--- config.mk ---
export PLATFORM = sky130hd
export DESIGN_NAME = sbqc_back
export DESIGN_NICKNAME = d
export VERILOG_FILES = /design/src/sbqc_pkg.sv /design/src/sbqc_ram.sv /design/src/sbqc_back.sv
export SDC_FILE = /design/constraint.sdc
export NUM_CORES = 1
export LEC_CHECK = 0
export ABC_AREA = 1
export BUFFER_PORTS_ARGS = -buffer_cell sky130_fd_sc_hd__buf_4
export CAP_MARGIN = 15
export CORE_MARGIN = 1.5
export CORE_UTILIZATION = 44
export DETAILED_ROUTE_END_ITERATION = 10
export HOLD_SLACK_MARGIN = 0.12
export PLACE_DENSITY = 0.59
export RECOVER_POWER = 50
export SLEW_MARGIN = 20
export SYNTH_ARGS = -nofsm -noshare
export SYNTH_HDL_FRONTEND = slang
export SYNTH_SLANG_ARGS = --single-unit
--- constraint.sdc ---
create_clock -name clk -period 3.82 [get_ports clk]
set_input_delay 0.573 -clock clk [delete_from_list [all_inputs] [get_ports clk]]
set_output_delay 0.573 -clock clk [all_outputs]
set_load 0.1 [all_outputs]
--- src/sbqc_pkg.sv ---
// shared types and constants for the bracket and quote balance checker
// used by every module of the block but sbqc_ram; depends on nothing
package sbqc_pkg;

    // field widths
    localparam int LINE_W  = 24;
    localparam int DEPTH_W = 8;
    localparam int CODE_W  = 4;
    localparam int BYTE_W  = 8;

    // limits
    localparam logic [LINE_W-1:0]  LINE_MAX  = 24'hFFFFFF;
    localparam logic [DEPTH_W-1:0] DEPTH_MAX = 8'hFF;

    // default depth of the open brace line stack
    localparam int STACK_DEPTH_DEF = 16;

    // queue between front and back
    localparam int OPQ_DEPTH = 4;
    localparam int OPQ_PTR_W = 2;
    localparam int OPQ_CNT_W = 3;

    // characters of interest
    localparam logic [BYTE_W-1:0] CH_ROUND_OPEN   = 8'h28;
    localparam logic [BYTE_W-1:0] CH_ROUND_CLOSE  = 8'h29;
    localparam logic [BYTE_W-1:0] CH_BRACE_OPEN   = 8'h7B;
    localparam logic [BYTE_W-1:0] CH_BRACE_CLOSE  = 8'h7D;
    localparam logic [BYTE_W-1:0] CH_SQUARE_OPEN  = 8'h5B;
    localparam logic [BYTE_W-1:0] CH_SQUARE_CLOSE = 8'h5D;
    localparam logic [BYTE_W-1:0] CH_SEMICOLON    = 8'h3B;
    localparam logic [BYTE_W-1:0] CH_NEWLINE      = 8'h0A;
    localparam logic [BYTE_W-1:0] CH_SQUOTE       = 8'h27;
    localparam logic [BYTE_W-1:0] CH_DQUOTE       = 8'h22;

    // classified operations passed from front to back
    typedef enum logic [3:0] {
        OP_NONE         = 4'd0,
        OP_ROUND_OPEN   = 4'd1,
        OP_ROUND_CLOSE  = 4'd2,
        OP_NEWLINE      = 4'd3,
        OP_BRACE_OPEN   = 4'd4,
        OP_BRACE_CLOSE  = 4'd5,
        OP_SQUARE_OPEN  = 4'd6,
        OP_SQUARE_CLOSE = 4'd7,
        OP_SEMICOLON    = 4'd8,
        OP_SQUOTE       = 4'd9,
        OP_DQUOTE       = 4'd10,
        OP_END          = 4'd11
    } op_t;

    // event codes of a result
    typedef enum logic [CODE_W-1:0] {
        EV_STRAY_ROUND    = 4'd0,
        EV_ROUND_AT_NL    = 4'd1,
        EV_SQUOTE_AT_NL   = 4'd2,
        EV_DQUOTE_AT_NL   = 4'd3,
        EV_STRAY_BRACE    = 4'd4,
        EV_STRAY_SQUARE   = 4'd5,
        EV_SQUARE_AT_SEMI = 4'd6,
        EV_UNCLOSED_BRACE = 4'd7,
        EV_DONE_OK        = 4'd8,
        EV_DONE_ERR       = 4'd9
    } event_code_t;

    // one result item
    typedef struct packed {
        event_code_t       code;
        logic [LINE_W-1:0] line;
        logic              unrec;
        logic              last;
    } result_t;

endpackage

--- src/sbqc_ram.sv ---
// generic single write port, single read port memory with registered read
// depends on nothing
module sbqc_ram #(
    parameter int WIDTH = 24,
    parameter int DEPTH = 16
) (
    input  logic                                      clk,
    input  logic                                      we,
    input  logic [(DEPTH > 1 ? $clog2(DEPTH) : 1)-1:0] waddr,
    input  logic [WIDTH-1:0]                          wdata,
    input  logic                                      re,
    input  logic [(DEPTH > 1 ? $clog2(DEPTH) : 1)-1:0] raddr,
    output logic [WIDTH-1:0]                          rdata
);

    logic [WIDTH-1:0] mem [DEPTH];
    logic [WIDTH-1:0] rdata_reg;

    // write port
    always_ff @(posedge clk)
    begin
        if (we)
        begin
            mem[waddr] <= wdata;
        end
    end

    // registered read port
    always_ff @(posedge clk)
    begin
        if (re)
        begin
            rdata_reg <= mem[raddr];
        end
    end

    assign rdata = rdata_reg;

endmodule

--- src/sbqc_back.sv ---
// back end: executes operations, keeps balance state and the brace line
// stack, and holds the result register; depends on sbqc_pkg and sbqc_ram
module sbqc_back #(
    parameter int STACK_DEPTH = sbqc_pkg::STACK_DEPTH_DEF
) (
    input  logic              clk,
    input  logic              rst_n,
    input  logic              op_valid,
    input  sbqc_pkg::op_t     op,
    output logic              op_pop,
    output logic              res_valid,
    output sbqc_pkg::result_t res,
    input  logic              res_take
);

    localparam int AW = (STACK_DEPTH > 1) ? $clog2(STACK_DEPTH) : 1;
    localparam int RW = sbqc_pkg::DEPTH_W + 1;
    localparam logic [RW-1:0] SD = RW'(STACK_DEPTH);

    typedef enum logic [3:0] {
        S_RUN   = 4'b0001,
        S_READ  = 4'b0010,
        S_EMIT  = 4'b0100,
        S_FINAL = 4'b1000
    } state_t;

    state_t                              state_reg, state_next;
    logic                                round_reg, round_next;
    logic                                square_reg, square_next;
    logic                                squote_reg, squote_next;
    logic                                dquote_reg, dquote_next;
    logic                                err_reg, err_next;
    logic [sbqc_pkg::DEPTH_W-1:0]        depth_reg, depth_next;
    logic [sbqc_pkg::LINE_W-1:0]         line_reg, line_next;
    logic [AW-1:0]                       idx_reg, idx_next;
    logic                                out_valid_reg;
    sbqc_pkg::result_t                   out_reg;

    logic                                out_free;
    logic                                emit;
    sbqc_pkg::result_t                   emit_res;
    logic                                ram_we;
    logic                                ram_re;
    logic [sbqc_pkg::LINE_W-1:0]         ram_rdata;
    logic [RW-1:0]                       depth_ext;
    logic [RW-1:0]                       recorded;
    logic                                below_stack;
    logic [sbqc_pkg::LINE_W-1:0]         line_inc;
    sbqc_pkg::event_code_t               done_code;

    // result register frees when empty or taken
    assign out_free    = !out_valid_reg || res_take;
    assign depth_ext   = {1'b0, depth_reg};
    assign below_stack = (depth_ext < SD);
    assign recorded    = below_stack ? depth_ext : SD;
    assign line_inc    = (line_reg != sbqc_pkg::LINE_MAX) ? line_reg + 1'b1 : line_reg;
    assign done_code   = err_reg ? sbqc_pkg::EV_DONE_ERR : sbqc_pkg::EV_DONE_OK;

    // brace line stack
    sbqc_ram #(
        .WIDTH (sbqc_pkg::LINE_W),
        .DEPTH (STACK_DEPTH)
    ) u_stack (
        .clk   (clk),
        .we    (ram_we),
        .waddr (depth_reg[AW-1:0]),
        .wdata (line_reg),
        .re    (ram_re),
        .raddr (idx_reg),
        .rdata (ram_rdata)
    );

    // operation execution and flush sequencing
    always_comb
    begin
        state_next  = state_reg;
        round_next  = round_reg;
        square_next = square_reg;
        squote_next = squote_reg;
        dquote_next = dquote_reg;
        err_next    = err_reg;
        depth_next  = depth_reg;
        line_next   = line_reg;
        idx_next    = idx_reg;
        op_pop      = 1'b0;
        emit        = 1'b0;
        emit_res    = '{code: sbqc_pkg::EV_DONE_OK, line: line_reg, unrec: 1'b0, last: 1'b1};
        ram_we      = 1'b0;
        ram_re      = 1'b0;

        unique case (state_reg)
            S_RUN:
            begin
                if (op_valid && out_free)
                begin
                    op_pop = 1'b1;
                    case (op)
                        sbqc_pkg::OP_ROUND_OPEN:
                        begin
                            round_next = 1'b1;
                        end
                        sbqc_pkg::OP_ROUND_CLOSE:
                        begin
                            if (round_reg)
                            begin
                                round_next = 1'b0;
                            end
                            else
                            begin
                                emit          = 1'b1;
                                emit_res.code = sbqc_pkg::EV_STRAY_ROUND;
                                err_next      = 1'b1;
                            end
                        end
                        sbqc_pkg::OP_NEWLINE:
                        begin
                            // one event per cycle if out_free; op stays until flags clear
                            if (round_reg)
                            begin
                                emit          = 1'b1;
                                emit_res.code = sbqc_pkg::EV_ROUND_AT_NL;
                                emit_res.last = !(squote_reg || dquote_reg);
                                round_next    = 1'b0;
                                err_next      = 1'b1;
                            end
                            else if (squote_reg)
                            begin
                                emit          = 1'b1;
                                emit_res.code = sbqc_pkg::EV_SQUOTE_AT_NL;
                                emit_res.last = !dquote_reg;
                                squote_next   = 1'b0;
                                err_next      = 1'b1;
                            end
                            else if (dquote_reg)
                            begin
                                emit          = 1'b1;
                                emit_res.code = sbqc_pkg::EV_DQUOTE_AT_NL;
                                dquote_next   = 1'b0;
                                err_next      = 1'b1;
                            end
                            if (emit && !emit_res.last)
                            begin
                                op_pop = 1'b0;
                            end
                            else
                            begin
                                line_next = line_inc;
                            end
                        end
                        sbqc_pkg::OP_BRACE_OPEN:
                        begin
                            if (depth_reg != sbqc_pkg::DEPTH_MAX)
                            begin
                                ram_we     = below_stack;
                                depth_next = depth_reg + 1'b1;
                            end
                        end
                        sbqc_pkg::OP_BRACE_CLOSE:
                        begin
                            if (depth_reg != '0)
                            begin
                                depth_next = depth_reg - 1'b1;
                            end
                            else
                            begin
                                emit          = 1'b1;
                                emit_res.code = sbqc_pkg::EV_STRAY_BRACE;
                                err_next      = 1'b1;
                            end
                        end
                        sbqc_pkg::OP_SQUARE_OPEN:
                        begin
                            square_next = 1'b1;
                        end
                        sbqc_pkg::OP_SQUARE_CLOSE:
                        begin
                            if (square_reg)
                            begin
                                square_next = 1'b0;
                            end
                            else
                            begin
                                emit          = 1'b1;
                                emit_res.code = sbqc_pkg::EV_STRAY_SQUARE;
                                err_next      = 1'b1;
                            end
                        end
                        sbqc_pkg::OP_SEMICOLON:
                        begin
                            if (square_reg)
                            begin
                                emit          = 1'b1;
                                emit_res.code = sbqc_pkg::EV_SQUARE_AT_SEMI;
                                square_next   = 1'b0;
                                err_next      = 1'b1;
                            end
                        end
                        sbqc_pkg::OP_SQUOTE:
                        begin
                            squote_next = !squote_reg;
                        end
                        sbqc_pkg::OP_DQUOTE:
                        begin
                            dquote_next = !dquote_reg;
                        end
                        sbqc_pkg::OP_END:
                        begin
                            if (depth_reg == '0)
                            begin
                                // nothing recorded: final status at once
                                emit          = 1'b1;
                                emit_res.code = done_code;
                                round_next    = 1'b0;
                                square_next   = 1'b0;
                                squote_next   = 1'b0;
                                dquote_next   = 1'b0;
                                err_next      = 1'b0;
                                line_next     = sbqc_pkg::LINE_W'(1);
                            end
                            else
                            begin
                                op_pop     = 1'b0;
                                err_next   = 1'b1;
                                idx_next   = '0;
                                state_next = S_READ;
                            end
                        end
                        default:
                        begin
                        end
                    endcase
                end
            end
            S_READ:
            begin
                ram_re     = 1'b1;
                state_next = S_EMIT;
            end
            S_EMIT:
            begin
                if (out_free)
                begin
                    emit          = 1'b1;
                    emit_res.code = sbqc_pkg::EV_UNCLOSED_BRACE;
                    emit_res.line = ram_rdata;
                    emit_res.last = 1'b0;
                    if ((RW'(idx_reg) + 1'b1) < recorded)
                    begin
                        idx_next   = idx_reg + 1'b1;
                        state_next = S_READ;
                    end
                    else
                    begin
                        state_next = S_FINAL;
                    end
                end
            end
            S_FINAL:
            begin
                if (out_free)
                begin
                    emit           = 1'b1;
                    emit_res.code  = done_code;
                    emit_res.unrec = (depth_ext > SD);
                    op_pop         = 1'b1;
                    round_next     = 1'b0;
                    square_next    = 1'b0;
                    squote_next    = 1'b0;
                    dquote_next    = 1'b0;
                    err_next       = 1'b0;
                    depth_next     = '0;
                    line_next      = sbqc_pkg::LINE_W'(1);
                    state_next     = S_RUN;
                end
            end
            default:
            begin
                state_next = S_RUN;
            end
        endcase
    end

    // control and balance state
    always_ff @(posedge clk or negedge rst_n)
    begin
        if (!rst_n)
        begin
            state_reg     <= S_RUN;
            round_reg     <= 1'b0;
            square_reg    <= 1'b0;
            squote_reg    <= 1'b0;
            dquote_reg    <= 1'b0;
            err_reg       <= 1'b0;
            depth_reg     <= '0;
            line_reg      <= sbqc_pkg::LINE_W'(1);
            idx_reg       <= '0;
            out_valid_reg <= 1'b0;
        end
        else
        begin
            state_reg  <= state_next;
            round_reg  <= round_next;
            square_reg <= square_next;
            squote_reg <= squote_next;
            dquote_reg <= dquote_next;
            err_reg    <= err_next;
            depth_reg  <= depth_next;
            line_reg   <= line_next;
            idx_reg    <= idx_next;
            if (emit)
            begin
                out_valid_reg <= 1'b1;
            end
            else if (res_take)
            begin
                out_valid_reg <= 1'b0;
            end
        end
    end

    // result payload
    always_ff @(posedge clk)
    begin
        if (emit)
        begin
            out_reg <= emit_res;
        end
    end

    assign res_valid = out_valid_reg;
    assign res       = out_reg;

endmodule

==> results of run 1 <==
==> path summary, 6_finish.rpt <==
kind | start | end | slack, ps | cells past startpoint
min in group asynchronous | rst_n | line_reg[5] | 570 | 2
max in group asynchronous | rst_n | idx_reg[0] | 2700 | 2
min reg2reg | err_reg | err_reg | 510 | 2
max | depth_reg[0] | op_pop | 690 | 8
max reg2reg | state_reg[0] | u_stack.mem[10][10] | 710 | 6
min | op[2] | dquote_reg | 370 | 4
==> layout by cell type (no fill, tap or decap), drive strengths merged, types with 81 or more instances in the layout <==
| master | n |
|---|---|
| a21oi | 110 |
| clkbuf | 113 |
| edfxtp | 438 |
| inv | 186 |
| mux2i | 96 |
| nand2 | 269 |
| nand3 | 81 |
| nor2 | 104 |
| o211ai | 97 |
| o21ai | 166 |
==> worst max-delay path: cells and delay by family, from the launching register on <==
family | cells | cell delay [ps]
flip-flops | 1 | 480
buffers and inverters | 3 | 620
AND/OR/NAND/NOR | 3 | 630
AO/OA/AOI/OAI | 2 | 240
==> through the flow <==
stage | hold slack (ps) | cells | power, W
final | 370 | 2465 | 0.0147
after global routing | 372 | 2465 | 0.0154
after CTS | 330 | 2465 | 0.0149
after detailed placement | 493 | 2371 | 0.00980
after global placement | 498 | 2371 | 0.00978
after floorplan | 277 | 1754 | 0.00887
==> repair_timing <==
| action | 4_1_cts | 5_1_grt |
|---|---|---|
| hold endpoints to repair | 44 | 0 |
| resized for setup | 0 | 0 |
| hold buffers | 1 | 0 |
==> power groups by stage <==
stage	Sequential (W)	Combinational [W]	Clock, W
after floorplan	0.00686	0.00201	0
after global placement	0.00657	0.00320	0
after detailed placement	0.00658	0.00322	0
after CTS	0.00648	0.00323	0.00524
after global routing	0.00651	0.00344	0.00542
final	0.00647	0.00313	0.00514
==> logic make-up after synthesis <==
group / after synthesis
AOI/OAI and AO/OA: 381
xor gates and xnor gates: 8
adders and majority gates: 13
buffers and inverters: 269
DFF: 484
muxes: 97
and+or+nand+nor: 502
==> cell usage after synthesis, types with 4 or more instances <==
cell      number
a21oi_1      109
buf_1         13
buf_2         17
buf_4          8
clkbuf_1      41
dfrtp_1       44
edfxtp_1     438
ha_1          12
inv_1        176
inv_2          8
mux2i_1       96
nand2_1      262
nand2_2        6
nand3_1       77
nand4_1       14
nor2_1        93
nor2_2         6
nor2_4         4
nor3_1        20
nor4_1         6
o211ai_1      97
o21ai_0      163
xor2_1         8
==> final cells by class <==
cell class                      count  area [um2]
Clock buffer                       65        1390
Clock inverter                     28         340
Fill cell                        4124       23100
Inverter                          188         712
Multi-Input combinational cell   1001        5730
Sequential cell                   484       14300
Tap cell                          607         759
Timing Repair Buffer               92         527
==> per-layer routing <==
layer	up-vias	track usage, %	routed length [um]
li1	6379	-	-
met1	6544	29.1	22900
met2	330	34.9	24800
met3	77	2.96	2370
met4	0	7.42	1350
met5	-	0	0
==> results.cfg, run 1 <==
[status]
status = finished, final reports clean

[grt]
grt_usage_pct = 21.3
grt_pass1_wl_mm = 79.3
grt_max_degree = 89
antenna_found_initial = 0
grt_pass1_vias = 13100
grt_remaining_overflow = 0

[cells_and_area]
drive_gt1_share_pct = 9.15
nNetsFinal = 1840
largest_reg_flops = 384
syn_to_final_growth_pct = 13.2
stdcell_area_um2 = 23800
max_flop_register = u_stack.mem
utilization_pct = 50.7
diodes = 0

[synthesis]
synth_edf_count = 438
synth_cells = 1754
ys_async_sr_fraction_pct = 9.50
synthFlopType = edfxtp_1
ys.warnings.count = 0
ys_ff_latch = 484
synth_top_family_by_area = simple AND/OR/NAND/NOR gates
synth_cell_type_count = 46
synthSimpleGateAreaFrac_pct = 10.6
synth_fp_nets = 1775
yosys.area_share.adder_pct = 0.810
synth_area_um2 = 21000
yosysTopAreaCell = edfxtp_1
synth_top_area_share_pct = 62.6
synthTopCellsByArea = edfxtp_1 (63%), dfrtp_1 (5.2%), nand2_1 (4.7%)
synthXorXnorAreaFrac_pct = 0.334
syn_avg_cell_area_um2 = 12.0
synth.area.mux_share_pct = 4.63
synth-compound-area-share_pct = 10.4
yosysSeqAreaShare_pct = 68.1

[power_and_ir_drop]
vdd_drop_max_mv = 0.353
p_int_w = 0.0101
p_leak_nw = 8.32
power_density_nw_per_um2 = 620
seqPwrFrac_pct = 43.9
p_clk_share_pct = 34.9
combPwrFrac_pct = 21.2
swShare_pct = 31.2
p_sw_w = 0.00459

[setup_path]
cp-end-kind = primary output
cp_data_required_time_ps = 3250
cpMostUsedCell = inv_1
path_cells = inv_1 > nand4_1 > nor2_1 > nand2_1 > inv_1 > a21oi_1 > o21ai_1 > buf_4
slowest_stage = dfrtp_1
cp_max_fo = 8
slowest_delay_ps = 480
worstPathArrival_ps = 2560
cp-start-kind = flip-flop
crit_type = flip-flop to primary output

[floorplanning]
io_pins = 40
core_area_um2 = 46900
die_area_um2 = 49100
die_w_um = 221
initial_core_util_pct = 44.8
rows = 79
die_h_um = 221

[detailed_routing]
dr.pass1.iters = 5
wl_per_cell_um = 20.9
first_iter_violations = 1200
via_count = 13300
drtAntennaViolNets = 0
drcViolationCount = 0
wl_mm = 51.5
via_per_inst = 5.41

[clock_network]
postCtsSetupRepairBufs = 0
clock-root-buffer = clkbuf_16
cts_buffer_depth = 3
clk_latency_ps = 600
cts_max_level = 2
cts_tree = built
cts_sinks = 484
path_clk_slew_ps = 60
cts_made_buffers = 52

[sta]
finalHoldViolations = 0
slew_headroom_pct = 0.983
fin_skew_ps = 21.0
finalSetupViolations = 0
worst_slack_ps = 685
tightest_slew_ps = 1490
fmax_ghz = 0.319
rsz0062_at_grt = false
slew_viol_final = 0
layout_min_cycle_time_ps = 3130
fin_setup_tns_ps = 0
period_share_pct = 82.1

[placement]
gp_congestion = 0.887
dp_hpwl_mm = 32.9
numPortBuffers = 39
post_dp_cell_area_um2 = 22200
place_ws_ps = 652

[hold_path]
hold_class = primary input to flip-flop

[job]
drv_cap = 0
Power figures use the tool's default switching activity.
==> inputs of run 2 (changes only) <==
--- a/config.mk
+++ b/config.mk
@@ -5,14 +5,14 @@
 export SDC_FILE = /design/constraint.sdc
 export NUM_CORES = 1
 export LEC_CHECK = 0
-export ABC_AREA = 1
+export ABC_AREA = 0
 export BUFFER_PORTS_ARGS = -buffer_cell sky130_fd_sc_hd__buf_4
 export CAP_MARGIN = 15
 export CORE_MARGIN = 1.5
 export CORE_UTILIZATION = 44
 export DETAILED_ROUTE_END_ITERATION = 10
 export HOLD_SLACK_MARGIN = 0.12
-export PLACE_DENSITY = 0.59
+export PLACE_DENSITY = 0.62
 export RECOVER_POWER = 50
 export SLEW_MARGIN = 20
 export SYNTH_ARGS = -nofsm -noshare
==> constraint.sdc (replaced) <==
create_clock -name clk -period 2.75 [get_ports clk]
set_input_delay 0.4125 -clock clk [delete_from_list [all_inputs] [get_ports clk]]
set_output_delay 0.4125 -clock clk [all_outputs]
set_load 0.1 [all_outputs]
==> results.cfg, run 2 <==
[synthesis]
ys_ff_latch = 484
synth_cells = 1038
ys_async_sr_fraction_pct = 9.50
synthFlopType = edfxtp_1
synth.most_common_cell = edfxtp_1
ys.warnings.count = 0
synth_area_um2 = 19700
synth_fp_nets = 1059
synthTopCellsByArea = edfxtp_1 (67%), mux4_2 (14%), dfrtp_1 (5.6%)
yosysSeqAreaShare_pct = 72.6
yosysTopAreaCell = edfxtp_1
synth_common_cells = edfxtp_1 (438), mux4_2 (120), nand2_1 (48), o31ai_1 (47), dfrtp_1 (44)
synth_top_area_share_pct = 66.8
syn_avg_cell_area_um2 = 19.0
synth_cell_type_count = 60
synth_edf_count = 438

[detailed_routing]
route.met2.wl_mm = 21.9
drcViolationCount = 0
drtAntennaViolNets = 0
dr.pass1.iters = 5
dr_wl_met3_mm = 2.06
topRoutingLayerUsed = met4
via_count = 10400
via_per_inst = 5.74
wl_per_cell_um = 24.3
wl_mm = 43.9
first_iter_violations = 890
wl_met1_mm = 19.1

[clock_network]
cts_buffer_depth = 3
cts_made_buffers = 50
clock-root-buffer = clkbuf_16
cts_max_level = 2
clk_latency_ps = 590
cts_tree = built
path_clk_slew_ps = 50
cts_sinks = 484

[floorplanning]
io_pins = 40
rows = 77
die_area_um2 = 46100
die_w_um = 215
core_area_um2 = 44200
initial_core_util_pct = 44.5
die_h_um = 215

[setup_path]
ff2ff_setup_slack_ps = 180
critPathLaunch = depth_reg[5]
slowest_stage = dfrtp_2
slowest_delay_ps = 450
cp_data_required_time_ps = 2340
cp-start-kind = flip-flop
worstPathArrival_ps = 2250
timing.rr.start = depth_reg[5]
cpMostUsedCell = buf_6
r2r_cells = 10
cp-end-kind = primary output
r2r_end = u_stack.mem[10][20]
endpoint = op_pop
cp_max_fo = 8
crit_type = flip-flop to primary output
path_cells = nor4_4 > buf_6 > nand2_1 > nor2_1 > a21oi_1 > o21ai_1 > buf_6

[grt]
grt_usage_pct = 19.6
grt_remaining_overflow = 0
grt_max_degree = 70
grt_pass1_vias = 10500
antenna_found_initial = 0
grt_pass1_wl_mm = 66.8

[cells_and_area]
diodes = 0
largest_reg_flops = 384
drive_gt1_share_pct = 28.6
final_cell_mix = edfxtp_1 (438), mux4_2 (120), buf_4 (61)
nNetsFinal = 1201
stdcell_area_um2 = 23300
max_flop_register = u_stack.mem
syn_to_final_growth_pct = 18.2
final_common_cell = edfxtp_1
multiInputGateArea_um2 = 5270
fillers = 3482
regArea_um2 = 14300

[status]
status = finished, final reports clean

[placement]
post_dp_cell_area_um2 = 21900
gp_congestion = 0.857
numPortBuffers = 39
dp_hpwl_mm = 26.8

[sta]
finalSetupViolations = 0
fin_setup_tns_ps = 0
slew_headroom_pct = 18.0
slew_viol_final = 0
fmax_ghz = 0.375
period_share_pct = 96.9
layout_min_cycle_time_ps = 2660
tightest_slew_ps = 1230
finalHoldViolations = 0
fin_skew_ps = 23.4

[job]
drv_cap = 0

[power_and_ir_drop]
p_leak_nw = 7.23
power_density_nw_per_um2 = 774
vdd_drop_max_mv = 0.589

[hold_path]
hold_class = primary input to flip-flop
[run 2: cell count changes in the layout (fill, tap and decap cells not counted), moves of 37 or more]
cell / before / now
buf_12: 1 / 38
o21ai_0: 162 / 19
nand3_1: 79 / 19
mux4_2: 0 / 120
o211ai_1: 97 / 4
inv_1: 177 / 10
mux2i_1: 96 / 1
nand2_1: 262 / 48
o31ai_1: 2 / 47
nor2_1: 76 / 24
a21oi_1: 109 / 27
[run 2: cell families (layout without fill, tap and decap cells)]
group                      count (synthesis)  count (layout)  synth area share [%]
DFF                                      484             484                  72.6
and+or+nand+nor                          185             185                  4.92
muxes                                    147             147                  15.3
AOI/OAI and AO/OA                        133             133                  4.48
buffers and inverters                     68             244                  1.51
adders and majority gates                 13              13                 0.864
xor gates and xnor gates                   8               8                 0.356
[run 2: layout make-up]
class | count | area share, %
flip-flops and latches | 484 | 61.5
multi-input cells | 486 | 22.6
repair buffers | 147 | 6.11
clock buffers | 58 | 5.59
well taps | 592 | 3.18
clock inverters | 28 | 0.865
inverters | 11 | 0.177
[run 2: what timing repair did]
item | in CTS | in global routing
buffers inserted | 1 | 2
hold buffers | 1 | 0
resized for setup | 2 | 4
gates cloned | 0 | 0
pin swaps | 1 | 2
setup endpoints to repair | 1 | 55
hold endpoints to repair | 44 | 0
[run 2: critical path: cells and delay by family, from the launching register on]
| family | cells | cell delay (ps) |
|---|---|---|
| flip-flops | 1 | 450 |
| buffers and inverters | 2 | 420 |
| AO/OA/AOI/OAI | 2 | 240 |
| AND/OR/NAND/NOR | 3 | 570 |
[run 2: worst min path at each step]
| stage | slack, ps | start | endpoint | depth (start not counted) |
|---|---|---|---|---|
| after floorplan | 120 | rst_n | depth_reg[0] | 0 |
| after global placement | 470 | rst_n | res_valid | 1 |
| after detailed placement | 460 | rst_n | res_valid | 1 |
| after CTS | 170 | op[0] | squote_reg | 3 |
| after global routing | 220 | op[0] | squote_reg | 3 |
| final | 200 | op[0] | squote_reg | 3 |
[run 2: report_power, final]
| part | internal [W] | leakage, nW | switching (W) |
|---|---|---|---|
| sequential | 0.00838 | 4.43 | 0.000194 |
| clock | 0.00355 | 0.736 | 0.00269 |
| combinational | 0.00112 | 2.06 | 0.00209 |
[run 2: per-layer routing]
metal	vias to the layer above	GRT usage, %
met4	0	5.28
li1	4580	-
met1	5441	27.1
met5	-	0
met3	72	3.38
met2	275	32.3
[run 2: stage by stage]
stage | utilization, % | worst slack [ps] | hold WS, ps | std cells | power [W]
final | 52.7 | 86.4 | 205 | 1806 | 0.0180
after global routing | 52.7 | -2.22 | 215 | 1806 | 0.0188
after CTS | 53.0 | 2.08 | 169 | 1804 | 0.0183
after detailed placement | 49.5 | 131 | 465 | 1716 | 0.0120
after global placement | 49.5 | 169 | 474 | 1716 | 0.0120
after floorplan | - | -589 | 117 | 1038 | 0.0110
==> inputs of run 3 (changes only) <==
--- a/config.mk
+++ b/config.mk
@@ -9,10 +9,10 @@
 export BUFFER_PORTS_ARGS = -buffer_cell sky130_fd_sc_hd__buf_4
 export CAP_MARGIN = 15
 export CORE_MARGIN = 1.5
-export CORE_UTILIZATION = 44
+export CORE_UTILIZATION = 56
 export DETAILED_ROUTE_END_ITERATION = 10
 export HOLD_SLACK_MARGIN = 0.12
-export PLACE_DENSITY = 0.62
+export PLACE_DENSITY = 0.75
 export RECOVER_POWER = 50
 export SLEW_MARGIN = 20
 export SYNTH_ARGS = -nofsm -noshare
==> results.cfg, run 3 (same netlist as run 2, synthesis figures left out) <==
[power_and_ir_drop]
p_clk_share_pct = 33.8
power_density_nw_per_um2 = 767
p_sw_w = 0.00479
vdd_drop_max_mv = 0.549
swShare_pct = 27.3
p_leak_nw = 7.00
combPwrFrac_pct = 17.5
seqPwrFrac_pct = 48.8
p_int_w = 0.0128

[grt]
grt_pass1_vias = 10600
grt_usage_pct = 25.0
grt_max_degree = 59
grt_remaining_overflow = 0
antenna_found_initial = 0
grt_pass1_wl_mm = 66.3

[cells_and_area]
largest_reg_flops = 384
finalNonFillerCells = 1664
regArea_um2 = 14300
multiInputGateArea_um2 = 5280
syn_to_final_growth_pct = 16.1
max_flop_register = u_stack.mem
fillers = 2234
final_cell_mix = edfxtp_1 (438), mux4_2 (120), clkbuf_1 (69)
drive_gt1_share_pct = 27.8
diodes = 0
final_common_cell = edfxtp_1
nNetsFinal = 1194

[detailed_routing]
wl_mm = 43.5
drcViolationCount = 0
wl_per_cell_um = 26.1
dr.pass1.iters = 6
first_iter_violations = 1045
drtAntennaViolNets = 0
via_per_inst = 6.32
via_count = 10500

[setup_path]
worstPathArrival_ps = 2230
cp_data_required_time_ps = 2340
crit_type = flip-flop to primary output
ff2ff_setup_slack_ps = 120
timing.rr.start = state_reg[0]
cp_max_fo = 8
cp-end-kind = primary output
critPathLaunch = depth_reg[6]
r2r_end = u_stack.mem[9][3]
cp-start-kind = flip-flop
endpoint = op_pop
r2r_cells = 8

[sta]
slew_headroom_pct = -3.40
whs_ps = 233
slew_viol_final = 10
tightest_slew_ps = 1550
fmax_ghz = 0.379
fin_skew_ps = 14.2
layout_min_cycle_time_ps = 2640
finalHoldViolations = 0
finalSetupViolations = 0
period_share_pct = 95.9

[placement]
gp_congestion = 0.879
numPortBuffers = 39
dp_hpwl_mm = 26.2
dpl.cell_count = 1569

[status]
violations = capacitance limit, slew limit
status = finished with violations

[clock_network]
cts_made_buffers = 47
clk_latency_ps = 560
path_clk_slew_ps = 60
cts_buffer_depth = 3
cts_sinks = 484
cts_max_level = 2
clock-root-buffer = clkbuf_16
cts_tree = built

[floorplanning]
rows = 68
die_h_um = 191
initial_core_util_pct = 56.9
io_pins = 40
die_w_um = 191
core_area_um2 = 34600
die_area_um2 = 36300

[hold_path]
hp-start = op[0]
hold_class = primary input to flip-flop

[job]
drv_cap = 1
[run 3: through the flow]
step / util, % / setup slack [ps] / setup TNS [ps] / area, um2 / power [W]
2_1_floorplan: - / -589 / -23970 / 19800 / 0.0110
5_1_grt: 66.0 / -18.5 / -303 / 22900 / 0.0182
3_3_place_gp: 62.1 / -83.5 / -1850 / 21500 / 0.0118
3_5_place_dp: 62.1 / -104 / -2570 / 21500 / 0.0119
6_report: 66.0 / 112 / 0 / 22900 / 0.0175
4_1_cts: 66.3 / 7.14 / 0 / 22900 / 0.0176
[run 3: worst min path at each step]
stage	slack [ps]	to	cells past startpoint
detailed placement	470	res_valid	1
CTS	200	squote_reg	3
global placement	470	res_valid	1
finish	230	squote_reg	3
global route	250	squote_reg	3
floorplan	120	depth_reg[0]	0
[run 3: final cells by class]
type,instances,share of cell area [%]
Tap cell,455,2.49
Inverter,11,0.181
Timing Repair Buffer,143,5.46
Multi-Input combinational cell,486,23.1
Clock buffer,69,5.64
Clock inverter,16,0.520
Sequential cell,484,62.6
[run 3: worst max-delay path: stages, from the launching register on]
cell     delay (ps)
dfrtp_2         430
nor4_4          350
buf_6           190
nand2_2          80
nor2_2          140
a21oi_1          50
o21ai_1         170
buf_6           250
[run 3: power groups by stage]
stage               sequential [W]  combinational [W]  clock, W
floorplan                  0.00910            0.00190         0
global placement           0.00871            0.00307         0
detailed placement         0.00873            0.00312         0
CTS                        0.00856            0.00306   0.00603
global route               0.00858            0.00329   0.00631
finish                     0.00855            0.00306   0.00593
[run 3: layer usage]
metal	vias to the layer above	share of wire (%)	GRT usage, %
met5	-	0	0
li1	4549	-	-
met2	429	50	41.0
met1	5475	41	35.6
met4	0	2.3	7.06
met3	68	6.0	3.59
[run 3: timing repair]
action                                  in CTS  in global routing
endpoints found under the setup margin      25                108
buffers inserted                             2                  7
hold buffers                                 1                  0
endpoints found under the hold margin       44                  0
pin swaps                                    1                  7
gates resized for setup                      2                 12
